### config.mk
export PLATFORM = sky130hd
export DESIGN_NAME = stx_etx_xor_frame_receiver
export DESIGN_NICKNAME = d
export VERILOG_FILES = /design/src/hdl/sefr_pkg.sv /design/src/hdl/sefr_ram.sv /design/src/hdl/sefr_datapath.sv /design/src/hdl/sefr_ctrl.sv /design/src/hdl/stx_etx_xor_frame_receiver.sv
export SDC_FILE = /design/constraint.sdc
export NUM_CORES = 1
export LEC_CHECK = 0
export BUFFER_PORTS_ARGS = -buffer_cell sky130_fd_sc_hd__buf_2
export CAP_MARGIN = 20
export CELL_PAD_IN_SITES_DETAIL_PLACEMENT = 1
export CELL_PAD_IN_SITES_GLOBAL_PLACEMENT = 1
export CORE_ASPECT_RATIO = 1.5
export CORE_MARGIN = 5
export CORE_UTILIZATION = 47
export CTS_CLUSTER_DIAMETER = 30
export DETAILED_ROUTE_END_ITERATION = 6
export PLACE_DENSITY_LB_ADDON = 0.1
export SLEW_MARGIN = 20
export SYNTH_ARGS = -nofsm -noshare
export SYNTH_HDL_FRONTEND = slang
export SYNTH_SLANG_ARGS = --single-unit
### constraint.sdc
create_clock -name clk -period 3.48 [get_ports clk]
set_input_delay 0.174 -clock clk [delete_from_list [all_inputs] [get_ports clk]]
set_output_delay 0.174 -clock clk [all_outputs]
set_load 0.01 [all_outputs]
### src/hdl/sefr_pkg.sv
// Package: shared types and constants of the STX/ETX frame receiver.
`default_nettype none
package sefr_pkg;

	// Result status codes
	localparam logic [1:0] ST_GOOD    = 2'd0;
	localparam logic [1:0] ST_BAD     = 2'd1;
	localparam logic [1:0] ST_OVER    = 2'd2;
	localparam logic [1:0] ST_TIMEOUT = 2'd3;

	// Input operation codes
	localparam logic OP_BYTE    = 1'b0;
	localparam logic OP_TIMEOUT = 1'b1;

	// Framing constants
	localparam logic [7:0] FR_STX          = 8'h02;
	localparam logic [7:0] FR_ETX          = 8'h03;
	localparam int         FR_OVERHEAD     = 5;
	localparam logic [7:0] FAULT_LIMIT_RST = 8'd20;

	// Controller to datapath commands
	typedef struct packed {
		logic take;     // input beat accepted this cycle
		logic rd_next;  // fetch the next stored frame byte
	} dp_cmd_t;

	// Datapath to controller status
	typedef struct packed {
		logic ev_good;    // accepted beat completes a good frame
		logic ev_result;  // accepted beat yields a single status result
		logic rd_last;    // frame byte on the output is the final one
	} dp_sts_t;

endpackage
`default_nettype wire

### src/hdl/sefr_ram.sv
// Generic single-port-write, single-port-read RAM with registered read.
`default_nettype none
module sefr_ram #(
	parameter int WIDTH = 8,
	parameter int DEPTH = 32,
	localparam int AW = (DEPTH > 1) ? $clog2(DEPTH) : 1
) (
	input  wire logic             clk,
	input  wire logic             wr_en,
	input  wire logic [AW-1:0]    wr_addr,
	input  wire logic [WIDTH-1:0] wr_data,
	input  wire logic             rd_en,
	input  wire logic [AW-1:0]    rd_addr,
	output logic      [WIDTH-1:0] rd_data
);

	logic [WIDTH-1:0] mem_q [DEPTH];
	logic [WIDTH-1:0] rd_data_q;

	// Write port
	always_ff @(posedge clk) begin
		if (wr_en) begin
			mem_q[wr_addr] <= wr_data;
		end
	end

	// Registered read, hold when not enabled
	always_ff @(posedge clk) begin
		if (rd_en) begin
			rd_data_q <= mem_q[rd_addr];
		end
	end

	assign rd_data = rd_data_q;

endmodule
`default_nettype wire

### src/hdl/sefr_datapath.sv
// Datapath: frame assembly, checksum, timeout counter and result fields.
`default_nettype none
module sefr_datapath import sefr_pkg::*; #(
	parameter int MAX_FRAME = 32,
	localparam int AW = $clog2(MAX_FRAME)
) (
	input  wire logic       clk,
	input  wire logic       arst_n,
	input  wire dp_cmd_t    cmd,
	output dp_sts_t         sts,
	input  wire logic       operation,
	input  wire logic [7:0] rx_byte,
	input  wire logic       cfg_wr_en,
	input  wire logic [7:0] cfg_wr_data,
	output logic [1:0]      status,
	output logic [7:0]      frame_byte,
	output logic [4:0]      byte_index,
	output logic            last,
	output logic            link_ok
);

	logic [AW-1:0] fill_q;
	logic [AW-1:0] total_q;
	logic [7:0]    xor_q;
	logic [7:0]    len_hi_q;
	logic          etx_ok_q;
	logic [7:0]    tc_q;
	logic          fault_q;
	logic [7:0]    limit_q;
	logic [1:0]    out_status_q;
	logic [AW-1:0] rd_ptr_q;

	logic          is_byte;
	logic [AW-1:0] fill_inc;
	logic [16:0]   len_sum;
	logic          over;
	logic          body_done;
	logic          good;
	logic          bad;
	logic          store_wr;
	logic [7:0]    tc_base;
	logic [7:0]    tc_next;
	logic          rd_first;
	logic          rd_en;
	logic [AW-1:0] rd_addr;
	logic [7:0]    ram_data;

	// Classify the incoming beat against the frame state
	always_comb begin
		is_byte   = (operation == OP_BYTE);
		fill_inc  = fill_q + AW'(1);
		len_sum   = {1'b0, len_hi_q, rx_byte} + 17'(FR_OVERHEAD);
		over      = is_byte && (fill_q == AW'(2)) && (len_sum >= 17'(MAX_FRAME));
		body_done = is_byte && (fill_q >= AW'(3)) && (fill_inc == total_q);
		good      = body_done && (rx_byte == xor_q) && etx_ok_q;
		bad       = body_done && !good;
		store_wr  = cmd.take && is_byte && ((fill_q != '0) || (rx_byte == FR_STX));
	end

	// Timeout counter update: clamp above the limit, then saturating increment
	always_comb begin
		tc_base = (tc_q > limit_q) ? limit_q : tc_q;
		tc_next = (tc_base == 8'hFF) ? tc_base : tc_base + 8'd1;
	end

	assign sts.ev_good   = good;
	assign sts.ev_result = !is_byte || over || bad;
	assign sts.rd_last   = (rd_ptr_q == total_q - AW'(1));

	// Frame assembly and link state
	always_ff @(posedge clk or negedge arst_n) begin
		if (!arst_n) begin
			fill_q       <= '0;
			total_q      <= '0;
			xor_q        <= '0;
			len_hi_q     <= '0;
			etx_ok_q     <= 1'b0;
			tc_q         <= '0;
			fault_q      <= 1'b0;
			limit_q      <= FAULT_LIMIT_RST;
			out_status_q <= ST_GOOD;
		end else begin
			if (cfg_wr_en) begin
				limit_q <= cfg_wr_data;
			end
			if (cmd.take) begin
				if (!is_byte) begin
					// Drop partial frame, update fault state
					fill_q       <= '0;
					tc_q         <= tc_next;
					fault_q      <= (tc_q > limit_q);
					out_status_q <= ST_TIMEOUT;
				end else if (fill_q == '0) begin
					// Hunt for STX
					if (rx_byte == FR_STX) begin
						fill_q <= AW'(1);
						xor_q  <= rx_byte;
					end
				end else if (fill_q == AW'(1)) begin
					len_hi_q <= rx_byte;
					xor_q    <= xor_q ^ rx_byte;
					fill_q   <= fill_inc;
				end else if (fill_q == AW'(2)) begin
					xor_q <= xor_q ^ rx_byte;
					if (over) begin
						fill_q       <= '0;
						out_status_q <= ST_OVER;
					end else begin
						fill_q  <= fill_inc;
						total_q <= len_sum[AW-1:0];
					end
				end else if (!body_done) begin
					// Body and ETX bytes
					xor_q  <= xor_q ^ rx_byte;
					fill_q <= fill_inc;
					if (fill_q == total_q - AW'(2)) begin
						etx_ok_q <= (rx_byte == FR_ETX);
					end
				end else begin
					// Checksum byte closes the frame
					fill_q <= '0;
					if (good) begin
						tc_q         <= '0;
						fault_q      <= 1'b0;
						out_status_q <= ST_GOOD;
					end else begin
						out_status_q <= ST_BAD;
					end
				end
			end
		end
	end

	// Read pointer for frame playback
	always_ff @(posedge clk or negedge arst_n) begin
		if (!arst_n) begin
			rd_ptr_q <= '0;
		end else if (rd_first) begin
			rd_ptr_q <= '0;
		end else if (cmd.rd_next) begin
			rd_ptr_q <= rd_ptr_q + AW'(1);
		end
	end

	always_comb begin
		rd_first = cmd.take && good;
		rd_en    = rd_first || cmd.rd_next;
		rd_addr  = rd_first ? '0 : rd_ptr_q + AW'(1);
	end

	sefr_ram #(
		.WIDTH (8),
		.DEPTH (MAX_FRAME)
	) u_store (
		.clk     (clk),
		.wr_en   (store_wr),
		.wr_addr (fill_q),
		.wr_data (rx_byte),
		.rd_en   (rd_en),
		.rd_addr (rd_addr),
		.rd_data (ram_data)
	);

	// Result fields
	always_comb begin
		status     = out_status_q;
		frame_byte = (out_status_q == ST_GOOD) ? ram_data : 8'd0;
		byte_index = (out_status_q == ST_GOOD) ? 5'(rd_ptr_q) : 5'd0;
		last       = (out_status_q == ST_GOOD) ? sts.rd_last : 1'b1;
		link_ok    = !fault_q;
	end

endmodule
`default_nettype wire

### src/hdl/sefr_ctrl.sv
// Controller: input acceptance and result sequencing state machine.
`default_nettype none
module sefr_ctrl import sefr_pkg::*; (
	input  wire logic    clk,
	input  wire logic    arst_n,
	input  wire logic    in_valid,
	output logic         in_stall,
	output logic         out_valid,
	input  wire logic    out_stall,
	input  wire dp_sts_t sts,
	output dp_cmd_t      cmd
);

	localparam logic [1:0] S_IDLE   = 2'd0;
	localparam logic [1:0] S_RESULT = 2'd1;
	localparam logic [1:0] S_STREAM = 2'd2;

	logic [1:0] state_q;
	logic [1:0] state_nxt;
	logic       out_beat;

	always_comb begin
		in_stall    = (state_q != S_IDLE);
		out_valid   = (state_q != S_IDLE);
		out_beat    = out_valid && !out_stall;
		cmd.take    = in_valid && !in_stall;
		cmd.rd_next = (state_q == S_STREAM) && out_beat && !sts.rd_last;
	end

	// Next state
	always_comb begin
		state_nxt = state_q;
		unique case (state_q)
			S_IDLE: begin
				if (cmd.take && sts.ev_good) begin
					state_nxt = S_STREAM;
				end else if (cmd.take && sts.ev_result) begin
					state_nxt = S_RESULT;
				end
			end
			S_RESULT: begin
				if (out_beat) begin
					state_nxt = S_IDLE;
				end
			end
			S_STREAM: begin
				if (out_beat && sts.rd_last) begin
					state_nxt = S_IDLE;
				end
			end
			default: begin
				state_nxt = S_IDLE;
			end
		endcase
	end

	always_ff @(posedge clk or negedge arst_n) begin
		if (!arst_n) begin
			state_q <= S_IDLE;
		end else begin
			state_q <= state_nxt;
		end
	end

endmodule
`default_nettype wire

### src/hdl/stx_etx_xor_frame_receiver.sv
// Top level: STX/ETX length frame receiver with XOR checksum.
//
// Input channel (in_valid/in_stall): one beat is a received byte
// (operation 0) or a response-timeout event (operation 1). Output channel
// (out_valid/out_stall): one beat per result with status, frame_byte,
// byte_index, last and link_ok. fault_limit is written through
// cfg_wr_en/cfg_wr_data, which the user must do only while the block
// is idle; the block itself does not enforce this. A byte that yields
// no result leaves the block idle, so the next beat can follow at once.
// A beat that yields a result shows it on the output in the cycle after
// acceptance, and the next input beat can be taken in the cycle after
// that result beat is taken. A good frame of N bytes plays back from the
// frame store at one beat per cycle while out_stall is low; the store's
// single registered read port sets this rate. The input stalls from the
// cycle after the accepting beat until the last result beat is taken.
// out_stall freezes the result fields and the store read pointer.
// Reset clears the frame state, the timeout counter and the fault flag and
// loads fault_limit with 20; the frame store is not cleared.
`default_nettype none
module stx_etx_xor_frame_receiver import sefr_pkg::*; #(
	parameter int MAX_FRAME = 32
) (
	input  wire logic       clk,
	input  wire logic       arst_n,
	input  wire logic       in_valid,
	output logic            in_stall,
	input  wire logic       operation,
	input  wire logic [7:0] rx_byte,
	output logic            out_valid,
	input  wire logic       out_stall,
	output logic [1:0]      status,
	output logic [7:0]      frame_byte,
	output logic [4:0]      byte_index,
	output logic            last,
	output logic            link_ok,
	input  wire logic       cfg_wr_en,
	input  wire logic [7:0] cfg_wr_data
);

	dp_cmd_t cmd;
	dp_sts_t sts;

	sefr_ctrl u_ctrl (
		.clk       (clk),
		.arst_n    (arst_n),
		.in_valid  (in_valid),
		.in_stall  (in_stall),
		.out_valid (out_valid),
		.out_stall (out_stall),
		.sts       (sts),
		.cmd       (cmd)
	);

	sefr_datapath #(
		.MAX_FRAME (MAX_FRAME)
	) u_dp (
		.clk         (clk),
		.arst_n      (arst_n),
		.cmd         (cmd),
		.sts         (sts),
		.operation   (operation),
		.rx_byte     (rx_byte),
		.cfg_wr_en   (cfg_wr_en),
		.cfg_wr_data (cfg_wr_data),
		.status      (status),
		.frame_byte  (frame_byte),
		.byte_index  (byte_index),
		.last        (last),
		.link_ok     (link_ok)
	);

	// A timeout beat yields a timeout result in the next cycle
	a_timeout_result: assert property (@(posedge clk) disable iff (!arst_n)
		(in_valid && !in_stall && operation == OP_TIMEOUT) |=>
		(out_valid && status == ST_TIMEOUT))
		else $error("timeout beat did not yield a timeout result");

	// Status results are single beats with cleared payload
	a_err_single: assert property (@(posedge clk) disable iff (!arst_n)
		(out_valid && status != ST_GOOD) |-> (last && frame_byte == 8'd0 &&
		byte_index == 5'd0))
		else $error("status result not a single cleared beat");

	// Good frame bytes always report a healthy link
	a_good_link: assert property (@(posedge clk) disable iff (!arst_n)
		(out_valid && status == ST_GOOD) |-> link_ok)
		else $error("good frame byte with link fault");

	// Taking the last beat returns the block to idle
	a_last_idle: assert property (@(posedge clk) disable iff (!arst_n)
		(out_valid && !out_stall && last) |=> (!out_valid && !in_stall))
		else $error("block not idle after last result beat");

endmodule
`default_nettype wire

# Word level (Yosys, flattened, before mapping)
# Memory sizes are Yosys's and may differ from the RTL's. A register that Yosys moved wholly into a read port is not among the register bits.
# Index checks and enable logic that the tools add are counted.
# classes
n_bitwise	7
reduce_logical	42
n_eq_ne	21
n_lt_le_gt_ge	3
muxes	46
addsub	6
# op_table
cell	count
$mux 8	14
$mux 5	11
$mux 2	10
$add 16x3->17 const B	1
$ge 17x6->1 const B	1
$eq 8x2->1 const B	2
$logic_and 1x1->1	16
$eq 5x5->1	3
$reduce_and 6->1	2
$add 5x1->5 const B	2
$mux 1	10
$add 8x1->8 const B	1
$eq 8x8->1	1
$eq 8x8->1 const B	1
$gt 8x8->1	1
$ne 2x2->1 const B	4
$reduce_and 4->1	2
$reduce_bool 2->1	4
$xor 8x8->8	1
$reduce_and 7->1	1
$ne 3x2->1 const B	2
$not 1->1	6
$pmux 2 s3	1
$eq 5x1->1 const B	1
other kinds (18)	27
# totals
mem_bits_rw	256
reg_bits	53
mem_count	1
# mem_list
name	words	width	read_ports	rd_clocked_by_memory_dff	wr	line	text
u_dp.u_store.mem_q	32	8	1	1	1	sefr_ram.sv:17	logic [WIDTH-1:0] mem_q [DEPTH];

# Longest topological paths before layout
# Gate-level depths: netlist of the first run.
# depth
word_depth	12
mapped_depth	17
ltp_nobuf	15

# Modules after synthesis
# A second synthesis of the first run with hierarchy kept.
# hier_totals
cells_unflattened	885
area_unflattened_um2	14149.8
# by_module_without_submodules
module	area_each_um2	cells_each	n_inst	seq_area_each_um2
sefr_ram	10133.5	417	1	7927.6
sefr_datapath	3898.7	455	1	1278.7
sefr_ctrl	117.6	13	1	50.0

# Worst setup path after synthesis of the first run
# No wires, ideal clock.
# synth_timing
path_kind	register to register
from	register u_dp.limit_q[2]
to	register u_dp.tc_q[5]
t_arrival_ns	3.351
path_buffers	1
synth_period_minus_slack_ns	3.484
stages_incl_launch_ff	17
slack_ns	-0.004
path_cell_list	dfstp_2 > inv_1 > ha_1 > and2_1 > o21ai_0 > nor4bb_1 > nor2_1 > nand2_1 > o21ai_0 > ha_1 > buf_2 > and3_1 > nand3_1 > o211ai_1 > o21a_1 > o31ai_1 > o211ai_1
# synth_between
elab_chain_cells	5
elab_cells_between_ends	6
classes_between	add/sub (1); order compare (1); eq/ne (1); mux (3)
# synth_rtl
item	line	text
start, declared	sefr_datapath.sv:29	logic [7:0] limit_q;
start signal, assigned	sefr_datapath.sv:84	limit_q <= cfg_wr_data;
$gt 8x8->1	sefr_datapath.sv:62	tc_base = (tc_q > limit_q) ? limit_q : tc_q;
$mux 8 (*)	sefr_datapath.sv:62	
$add 8x1->8 or $eq 8x8->1 (tied branches)	sefr_datapath.sv:63	tc_next = (tc_base == 8'hFF) ? tc_base : tc_base + 8'd1;
$mux 8 (*)	sefr_datapath.sv:63	
$mux 8 (*)	sefr_datapath.sv:87	if (!is_byte) begin
end signal, assigned	sefr_datapath.sv:90	tc_q <= tc_next;
end, declared	sefr_datapath.sv:27	logic [7:0] tc_q;
# Mark *: on every way between the ends. The rest lies on a longest branch, timed or not.
# A chain may end at the register's enable or synchronous reset.

# Final worst setup path of the first run
# Same ends and word-level chain as after synthesis.

==> impl_metrics.py, run 1 <==
metrics = {
    "status": {
        "outcome": "finished clean",
    },
    "synthesis": {
        "postSynthNetCount": 1069,
        "ys_seq_area_share_pct": 64.44,
        "yosysTopAreaCellShare_pct": 55.19,
        "synth_area_mm2": 0.01436,
        "yosysWarningCount": 0,
        "synth.avg_cell_area_um2": 13.97,
        "async_flop_share_pct": 16.72,
        "synth_edf_count": 264,
        "syn_inst": 1028,
        "synth.distinct_cells": 74,
        "synth_flop_cell": "edfxtp_1",
        "synth.largest_area_cell": "edfxtp_1",
        "synth_area_leaders": "edfxtp_1 55%, dfrtp_1 8.9%, mux4_2 8.5%",
        "synth-seq-cells": 317,
    },
    "detailed_routing": {
        "post_drt_wl_per_cell_um": 25.27,
        "drtIter0Drc": 617,
        "drt-total-wl_mm": 40.40,
        "drc": 0,
        "viasPerCell": 5.849,
        "drtAntennaViolNets": 0,
        "dr.pass1.iters": 5,
        "vias": 9352,
    },
    "global_routing": {
        "antenna_found_initial": 0,
        "grt_max_degree": 77,
        "grt.total_usage_pct": 23.77,
        "overflow": 0,
        "grt_pass1_wl_mm": 62.13,
        "grt_pass1_vias": 10110,
    },
    "sta": {
        "setup_viol": 0,
        "min_period_over_period_pct": 96.76,
        "tightest_slew_ps": 937.1,
        "period_minus_slack_ps": 3367,
        "slew_viol_final": 0,
        "relSlewSlack_pct": 37.29,
        "whs_ps": 37.89,
        "fmax_mhz": 297.0,
        "finClkSkew_ps": 35.47,
        "finalHoldViolCount": 0,
        "setup_ws_ps": 112.8,
    },
    "placed_design": {
        "gp_congestion": 0.8528,
        "hpwl_mm": 26.24,
        "io_buffer_count": 40,
        "dp_slack_ps": -13.68,
    },
    "die": {
        "die_h_um": 224.1,
        "io_pins": 41,
        "die-area_mm2": 0.03423,
        "coreArea_mm2": 0.03025,
        "initial_core_util_pct": 47.48,
        "die_w_um": 152.7,
        "rows": 78,
    },
    "worst_setup_path": {
        "cp_slowest_cell": "dfstp_2",
        "cpMostUsedCell": "o211ai_1",
        "path_cells": "inv_1 > ha_1 > and2_1 > o21ai_0 > nor4bb_4 > nor2_1 > nand2_1 > o21ai_2 > ha_2 > and3_1 > nand3_1 > o211ai_1 > nor3_1 > o31ai_1 > o211ai_1",
        "cp.required_ps": 3900,
        "path_buf_inv": 1,
        "startpoint_type": "flip-flop",
        "critPathArrivalTime_ps": 3790,
        "max_stage_delay_ps": 580,
        "critical-path-top-delay-family": "simple AND/OR/NAND/NOR gates",
        "endpoint_kind": "flip-flop",
        "cp_max_fo": 6,
        "path_class": "reg2reg",
    },
    "final_layout": {
        "layout_commonest_cell": "edfxtp_1",
        "mostFrequentLayoutCells": "264 x edfxtp_1, 92 x nand2_1, 78 x buf_4, 73 x nor2_1, 73 x a21oi_1",
        "drive_gt1_share_pct": 25.10,
        "n_antenna_cell": 0,
        "final_core_util_pct": 57.21,
        "syn_to_final_growth_pct": 20.51,
        "final_nets": 1204,
    },
    "clock_network": {
        "insertion_delay_ps": 560,
        "clock_path_buffers": 3,
        "root_buffer": "clkbuf_16",
        "cts_buffers": 47,
        "htree_levels": 2,
        "cts_sinks": 317,
        "cts.reportedPaths.clkPinSlew_ps": 60,
        "cts_tree": "yes",
    },
    "min_path": {
        "hold_path_class": "in2reg",
    },
    "pwr": {
        "powerDensity_mw_per_mm2": 606.5,
        "leakagePower_nw": 6.330,
        "ir_drop_v": 0.0004777,
    },
    "run": {
        "drv_cap": 0,
    },
}
-- cells in the mapped netlist (all sizes together) (3+ instances only) --
cell,number
mux4,54
nand2,92
a21oi,73
dfrtp,51
nand3,35
xor2,19
nand3b,4
mux2i,11
a221oi,3
nor4,8
mux2,21
and2,17
ha,19
and3,14
nor2b,6
nor2,74
a31oi,3
a221o,7
o21ai,64
xnor2,20
a211oi,6
o211ai,4
o31ai,5
edfxtp,264
nand4,8
or3,9
nand2b,4
o21a,3
buf,23
nor3,13
inv,22
clkbuf,36
-- routing by layer --
metal	part of all wire [%]	GRT usage, %	wire length, um	up-vias
li1	-	-	-	4205
met1	38	28.43	15250	4795
met2	54	42.99	21660	261
met3	4.3	3.498	1727	91
met4	4.3	9.865	1757	0
met5	0	0	0	-
-- repair_timing --
| item | CTS | global route |
|---|---|---|
| setup buffers | 0 | 2 |
| hold buffers | 24 | 0 |
| setup endpoints to repair | 1 | 2 |
| gates cloned | 0 | 0 |
| hold endpoints to repair | 30 | 0 |
| gates resized for setup | 1 | 7 |
| pin swaps | 0 | 1 |
-- path summary, 6_finish.rpt --
| check | start | to | slack [ps] | cells past startpoint |
|---|---|---|---|---|
| min | rx_byte[1] | u_dp.xor_q[1] | 40 | 2 |
| max | u_dp.limit_q[2] | u_dp.tc_q[5] | 110 | 15 |
| min reg2reg | u_dp.fault_q | u_dp.fault_q | 490 | 2 |
| max in group asynchronous | arst_n | u_dp.rd_ptr_q[0] | 2410 | 3 |
| max reg2reg | u_dp.limit_q[2] | u_dp.tc_q[5] | 110 | 15 |
| min in group asynchronous | arst_n | u_dp.tc_q[0] | 150 | 2 |
-- kinds of logic after synthesis --
family	Yosys count	synth area share, %
compound gates	193	8.197
mux	86	10.93
simple gates	293	9.939
fa+ha+maj	19	1.655
xor+xnor	39	2.378
buf+inv	81	2.456
flops	317	64.44
-- power by group --
part / switching, mW / internal, mW
Combinational: 0.849 / 0.584
Clock: 1.87 / 2.77
Sequential: 0.158 / 4.26
-- registers in the layout, indices dropped and copies added, names as in the netlist --
name	cells
u_dp.fill_q	5
u_dp.limit_q	8
u_dp.tc_q	8
u_dp.u_store.rd_data	8
u_dp.u_store.mem_q	256
u_dp.xor_q	8
u_dp.fault_q	1
u_dp.len_hi_q	8
u_dp.total_q	5
u_dp.etx_ok_q	1
u_dp.status	2
u_dp.rd_ptr_q	5
u_ctrl.state_q	2
-- per-stage QoR --
stage	power, mW	area [um2]	cells	setup TNS (ps)
2_1_floorplan	5.255	14370	1028	0
3_3_place_gp	5.750	15460	1488	0
3_5_place_dp	5.788	15460	1488	-13.68
4_1_cts	10.49	17270	1597	0
5_1_grt	10.94	17310	1599	-52.05
6_report	10.50	17310	1599	0
-- final cells by class --
class                      count  area (um2)
clock inverter                37       382.9
tap                          400       500.5
sequential                   317        9260
clock buffer                  48        1180
multi-input combinational    630        4817
timing repair buffer         145        1086
inverter                      22       82.58
fill                        2975       12940
-- worst register-to-register path: stages, from the launching register on --
cell and delay (ps):
dfstp_2 580, inv_1 110, ha_1 290, and2_1 170, o21ai_0 170, nor4bb_4 200
nor2_1 230, nand2_1 110, o21ai_2 90, ha_2 280, and3_1 170, nand3_1 80
o211ai_1 240, nor3_1 100, o31ai_1 300, o211ai_1 130
Note: power is estimated with default switching activity, not from simulation.
==> run 2: changes to the inputs <==
--- a/config.mk
+++ b/config.mk
@@ -15,6 +15,7 @@
 export CTS_CLUSTER_DIAMETER = 30
 export DETAILED_ROUTE_END_ITERATION = 6
 export PLACE_DENSITY_LB_ADDON = 0.1
+export RECOVER_POWER = 25
 export SLEW_MARGIN = 20
 export SYNTH_ARGS = -nofsm -noshare
 export SYNTH_HDL_FRONTEND = slang
==> impl_metrics.py, run 2 (synthesis results as in run 1) <==
metrics = {
    "final_layout": {
        "mostFrequentLayoutCells": "264 x edfxtp_1, 92 x nand2_1, 73 x nor2_1, 73 x a21oi_1, 71 x buf_4",
        "final_nets": 1204,
        "largest_register_ffs": 256,
        "drive_gt1_share_pct": 23.94,
        "n_antenna_cell": 0,
        "final_cells": 1599,
        "layout_commonest_cell": "edfxtp_1",
        "final_core_util_pct": 57.10,
        "top_register": "u_dp.u_store.mem_q",
        "syn_to_final_growth_pct": 20.26,
    },
    "detailed_routing": {
        "post_drt_wl_per_cell_um": 25.24,
        "drt-total-wl_mm": 40.36,
        "dr_wl_met3_mm": 1.662,
        "viasPerCell": 5.847,
        "drtIter0Drc": 644,
        "met2_length_mm": 21.71,
        "drc": 0,
        "top_layer": "met4",
        "drtAntennaViolNets": 0,
        "vias": 9349,
        "dr.pass1.iters": 5,
        "drt-met1-wl_mm": 15.29,
    },
    "clock_network": {
        "cts_buffers": 47,
        "cts_tree": "yes",
        "cts.reportedPaths.clkPinSlew_ps": 60,
        "htree_levels": 2,
        "root_buffer": "clkbuf_16",
        "insertion_delay_ps": 560,
        "clock_path_buffers": 3,
        "cts_sinks": 317,
    },
    "die": {
        "die_h_um": 224.1,
        "coreArea_mm2": 0.03025,
        "rows": 78,
        "die-area_mm2": 0.03423,
        "die_w_um": 152.7,
        "initial_core_util_pct": 47.48,
        "io_pins": 41,
    },
    "run": {
        "drv_cap": 1,
    },
    "sta": {
        "fmax_mhz": 299.5,
        "slew_viol_final": 33,
        "finalHoldViolCount": 0,
        "whs_ps": 79.53,
        "setup_viol": 0,
        "tightest_slew_ps": 1575,
        "relSlewSlack_pct": -4.971,
        "fin_setup_tns_ps": 0,
        "period_minus_slack_ps": 3339,
        "min_period_over_period_pct": 95.96,
        "finClkSkew_ps": 34.78,
    },
    "worst_setup_path": {
        "endpoint_kind": "flip-flop",
        "max_stage_delay_ps": 580,
        "startpoint_type": "flip-flop",
        "cp_slowest_cell": "dfstp_2",
        "critPathArrivalTime_ps": 3760,
        "cp_max_fo": 6,
        "path_buf_inv": 1,
        "path_class": "reg2reg",
        "critical-path-top-delay-family": "simple AND/OR/NAND/NOR gates",
        "cp.required_ps": 3900,
        "cpMostUsedCell": "o211ai_1",
        "path_cells": "inv_1 > ha_1 > and2_1 > o21ai_0 > nor4bb_4 > nor2_1 > nand2_1 > o21ai_2 > ha_2 > and3_1 > nand3_1 > o211ai_1 > nor3_1 > o31ai_1 > o211ai_1",
    },
    "global_routing": {
        "grt.total_usage_pct": 23.77,
        "grt_pass1_vias": 10110,
        "grt_pass1_wl_mm": 62.13,
        "grt_max_degree": 77,
        "antenna_found_initial": 0,
        "overflow": 0,
    },
    "status": {
        "violations": "capacitance limit, slew limit",
        "outcome": "complete, but fails checks",
    },
    "pwr": {
        "finalPower_mw": 10.49,
        "leakagePower_nw": 6.285,
        "ir_drop_v": 0.0004802,
        "powerDensity_mw_per_mm2": 607.4,
    },
    "min_path": {
        "hold_path_class": "in2reg",
    },
    "placed_design": {
        "dp_cells": 1488,
        "hpwl_mm": 26.24,
        "io_buffer_count": 40,
        "gp_congestion": 0.8528,
    },
}
==> run 2: metal layers <==
layer | up-vias | GRT usage [%]
li1 | 4202 | -
met1 | 4805 | 28.43
met2 | 254 | 42.99
met3 | 88 | 3.498
met4 | 0 | 9.865
met5 | - | 0
==> run 2: worst paths after layout <==
check | startpoint | to | slack, ps | cells after the start
setup / recovery | u_dp.limit_q[2] | u_dp.tc_q[5] | 140 | 15
hold / removal | rx_byte[4] | u_dp.xor_q[4] | 80 | 3
setup reg to reg | u_dp.limit_q[2] | u_dp.tc_q[5] | 140 | 15
hold reg to reg | u_ctrl.state_q[1] | u_ctrl.state_q[0] | 490 | 1
max in group asynchronous | arst_n | u_dp.rd_ptr_q[0] | 2400 | 3
min in group asynchronous | arst_n | u_dp.tc_q[0] | 160 | 2
==> run 2: area by class of cell <==
class | count | area [um2]
sequential | 317 | 9260
tap | 400 | 500.5
fill | 2986 | 12980
timing repair buffer | 145 | 1051
clock inverter | 37 | 382.9
inverter | 22 | 82.58
multi-input combinational | 630 | 4817
clock buffer | 48 | 1180
==> run 2: timing repair <==
action	in CTS	in global routing
cloned	0	0
gates resized for setup	1	7
hold buffers	24	0
endpoints found under the hold margin	30	0
setup buffers	0	2
setup endpoints to repair	1	2
pin swaps	0	1
==> run 2: power breakdown <==
| group | internal, mW | switching (mW) | total, mW |
|---|---|---|---|
| registers | 4.26 | 0.157 | 4.42 |
| logic | 0.579 | 0.846 | 1.43 |
| clock network | 2.77 | 1.87 | 4.65 |
| total | 7.62 | 2.88 | 10.5 |
==> run 2: worst reg2reg max path, cell delays in order, from the launching register on <==
cell,delay (ps)
dfstp_2,580
inv_1,110
ha_1,290
and2_1,170
o21ai_0,180
nor4bb_4,200
nor2_1,230
nand2_1,110
o21ai_2,90
ha_2,280
and3_1,170
nand3_1,80
o211ai_1,240
nor3_1,90
o31ai_1,280
o211ai_1,120
==> run 2: metrics by stage <==
| stage | setup slack (ps) | area, um2 |
|---|---|---|
| finish | 140.6 | 17270 |
| CTS | 32.98 | 17270 |
| detailed placement | -13.68 | 15460 |
| global placement | 186.9 | 15460 |
| floorplan | 134.5 | 14370 |
| global route | -52.05 | 17270 |
==> run 3: changes to the inputs <==
--- a/config.mk
+++ b/config.mk
@@ -11,7 +11,7 @@
 export CELL_PAD_IN_SITES_GLOBAL_PLACEMENT = 1
 export CORE_ASPECT_RATIO = 1.5
 export CORE_MARGIN = 5
-export CORE_UTILIZATION = 47
+export CORE_UTILIZATION = 40
 export CTS_CLUSTER_DIAMETER = 30
 export DETAILED_ROUTE_END_ITERATION = 6
 export PLACE_DENSITY_LB_ADDON = 0.1
==> impl_metrics.py, run 3 (synthesis results as in run 1) <==
metrics = {
    "status": {
        "outcome": "complete, but fails checks",
        "violations": "capacitance limit, slew limit",
    },
    "sta": {
        "setup_viol": 0,
        "min_period_over_period_pct": 94.18,
        "slew_viol_final": 26,
        "relSlewSlack_pct": -5.145,
        "tightest_slew_ps": 1577,
        "finalHoldViolCount": 0,
        "finClkSkew_ps": 23.80,
        "fmax_mhz": 305.1,
        "rsz0062_at_grt": "yes",
        "period_minus_slack_ps": 3277,
    },
    "die": {
        "rows": 85,
        "die-area_mm2": 0.03988,
        "coreArea_mm2": 0.03573,
        "initial_core_util_pct": 40.20,
        "io_pins": 41,
        "die_h_um": 242.1,
        "die_w_um": 164.7,
    },
    "worst_setup_path": {
        "endpoint_kind": "flip-flop",
        "startpoint": "u_dp.limit_q[2]",
        "path_class": "reg2reg",
        "path_cells": "inv_1 > ha_1 > and2_1 > o21ai_0 > nor4bb_2 > nor2_1 > nand2_1 > o21ai_2 > ha_2 > and3_1 > nand3_1 > o211ai_1 > o21a_1 > o31ai_1 > o211ai_1",
        "cp_slowest_cell": "dfstp_2",
        "cp_max_fo": 7,
        "startpoint_type": "flip-flop",
        "cpMostUsedCell": "o211ai_1",
        "cp.required_ps": 3920,
        "r2r_start": "u_dp.limit_q[2]",
        "max_stage_delay_ps": 580,
        "critPathArrivalTime_ps": 3720,
    },
    "global_routing": {
        "antenna_found_initial": 1,
        "grt_pass1_vias": 10200,
        "grt_max_degree": 77,
        "grt_pass1_wl_mm": 62.91,
        "grt.total_usage_pct": 21.06,
        "overflow": 0,
    },
    "pwr": {
        "power_frac_seq_pct": 40.0,
        "power_frac_clock_pct": 47.7,
        "switching_share_pct": 26.45,
        "powerDensity_mw_per_mm2": 629.2,
        "switchingPower_mw": 2.930,
        "finalPower_mw": 11.08,
        "leakagePower_nw": 6.408,
        "ir_drop_v": 0.0004352,
        "p_int_mw": 8.148,
        "comb_power_share_pct": 12.3,
    },
    "placed_design": {
        "io_buffer_count": 40,
        "hpwl_mm": 27.32,
        "dp_cells": 1567,
        "gp_congestion": 0.8207,
    },
    "clock_network": {
        "clock_path_buffers": 3,
        "htree_levels": 2,
        "cts_tree": "yes",
        "cts_buffers": 55,
        "root_buffer": "clkbuf_16",
        "cts.reportedPaths.clkPinSlew_ps": 60,
        "cts_sinks": 317,
        "insertion_delay_ps": 570,
    },
    "detailed_routing": {
        "drt-total-wl_mm": 40.86,
        "drtAntennaViolNets": 0,
        "drtIter0Drc": 428,
        "drc": 0,
        "vias": 9212,
        "viasPerCell": 5.435,
        "post_drt_wl_per_cell_um": 24.11,
        "dr.pass1.iters": 4,
    },
    "final_layout": {
        "ff_latch_area_mm2": 0.009260,
        "drive_gt1_share_pct": 24.03,
        "largest_register_ffs": 256,
        "layout_commonest_cell": "edfxtp_1",
        "final_cells": 1695,
        "mostFrequentLayoutCells": "264 x edfxtp_1, 92 x nand2_1, 74 x nor2_1, 73 x a21oi_1, 73 x buf_4",
        "final_nets": 1212,
        "top_register": "u_dp.u_store.mem_q",
        "multiInputGateArea_mm2": 0.004802,
        "syn_to_final_growth_pct": 22.59,
        "fillers": 3641,
    },
    "run": {
        "drv_cap": 1,
    },
    "min_path": {
        "worstHoldStart": "rx_byte[4]",
        "hold_path_class": "in2reg",
    },
}
[run 3: power by group through the flow]
stage	combinational, mW	clock, mW	sequential, mW
finish	1.36	5.29	4.43
detailed placement	1.32	0	4.50
global placement	1.29	0	4.49
global route	1.51	5.59	4.45
CTS	1.35	5.40	4.43
floorplan	0.787	0	4.47
[run 3: metrics by stage]
step                      setup WS, ps  area (um2)  TNS, ps  util, %  hold WS [ps]
after CTS                        26.06       17610        0    49.29         7.527
final                            202.6       17610        0    49.28         61.66
after global routing            -32.36       17610   -32.36    49.27         82.85
after floorplan                  134.5       14370        0        -        -121.6
after global placement           56.95       15560        0    43.53         210.2
after detailed placement        -26.12       15560   -30.21    43.53         213.7
[run 3: cell type report]
| cell class | instances | area share, % |
|---|---|---|
| inverters | 22 | 0.4690 |
| multi-input cells | 630 | 27.27 |
| clock buffers | 59 | 7.958 |
| flip-flops and latches | 317 | 52.59 |
| well taps | 478 | 3.397 |
| repair buffers | 145 | 5.877 |
| diodes | 2 | 0.02842 |
| clock inverters | 42 | 2.409 |
[run 3: path summary, 6_finish.rpt]
kind                                     to  slack, ps  depth (start not counted)
min reg2reg                    u_dp.fault_q        510                          2
min in group asynchronous   u_dp.limit_q[1]        470                          2
min                           u_dp.xor_q[4]         60                          3
max                            u_dp.tc_q[5]        200                         15
max reg2reg                    u_dp.tc_q[5]        200                         15
max in group asynchronous  u_dp.rd_ptr_q[0]       2010                          3
[run 3: routing by layer]
| layer | track usage, % | part of all wire, % |
|---|---|---|
| met5 | 0 | 0 |
| met4 | 8.029 | 3.9 |
| met3 | 3.523 | 4.0 |
| met2 | 38.01 | 54 |
| met1 | 24.74 | 38 |
[run 3: repair_timing]
| item | in CTS | in global routing |
|---|---|---|
| pin swaps | 0 | 0 |
| endpoints found under the setup margin | 2 | 7 |
| setup buffers | 0 | 2 |
| gates resized for setup | 1 | 3 |
| hold buffers | 23 | 0 |
| hold endpoints to repair | 31 | 0 |
[run 3: worst max-delay path, delay by kind of cell, from the launching register on]
| family | cells | cell delay [ps] |
|---|---|---|
| compound gates | 6 | 970 |
| flops | 1 | 580 |
| fa+ha+maj | 2 | 500 |
| simple gates | 6 | 990 |
| buf+inv | 1 | 90 |
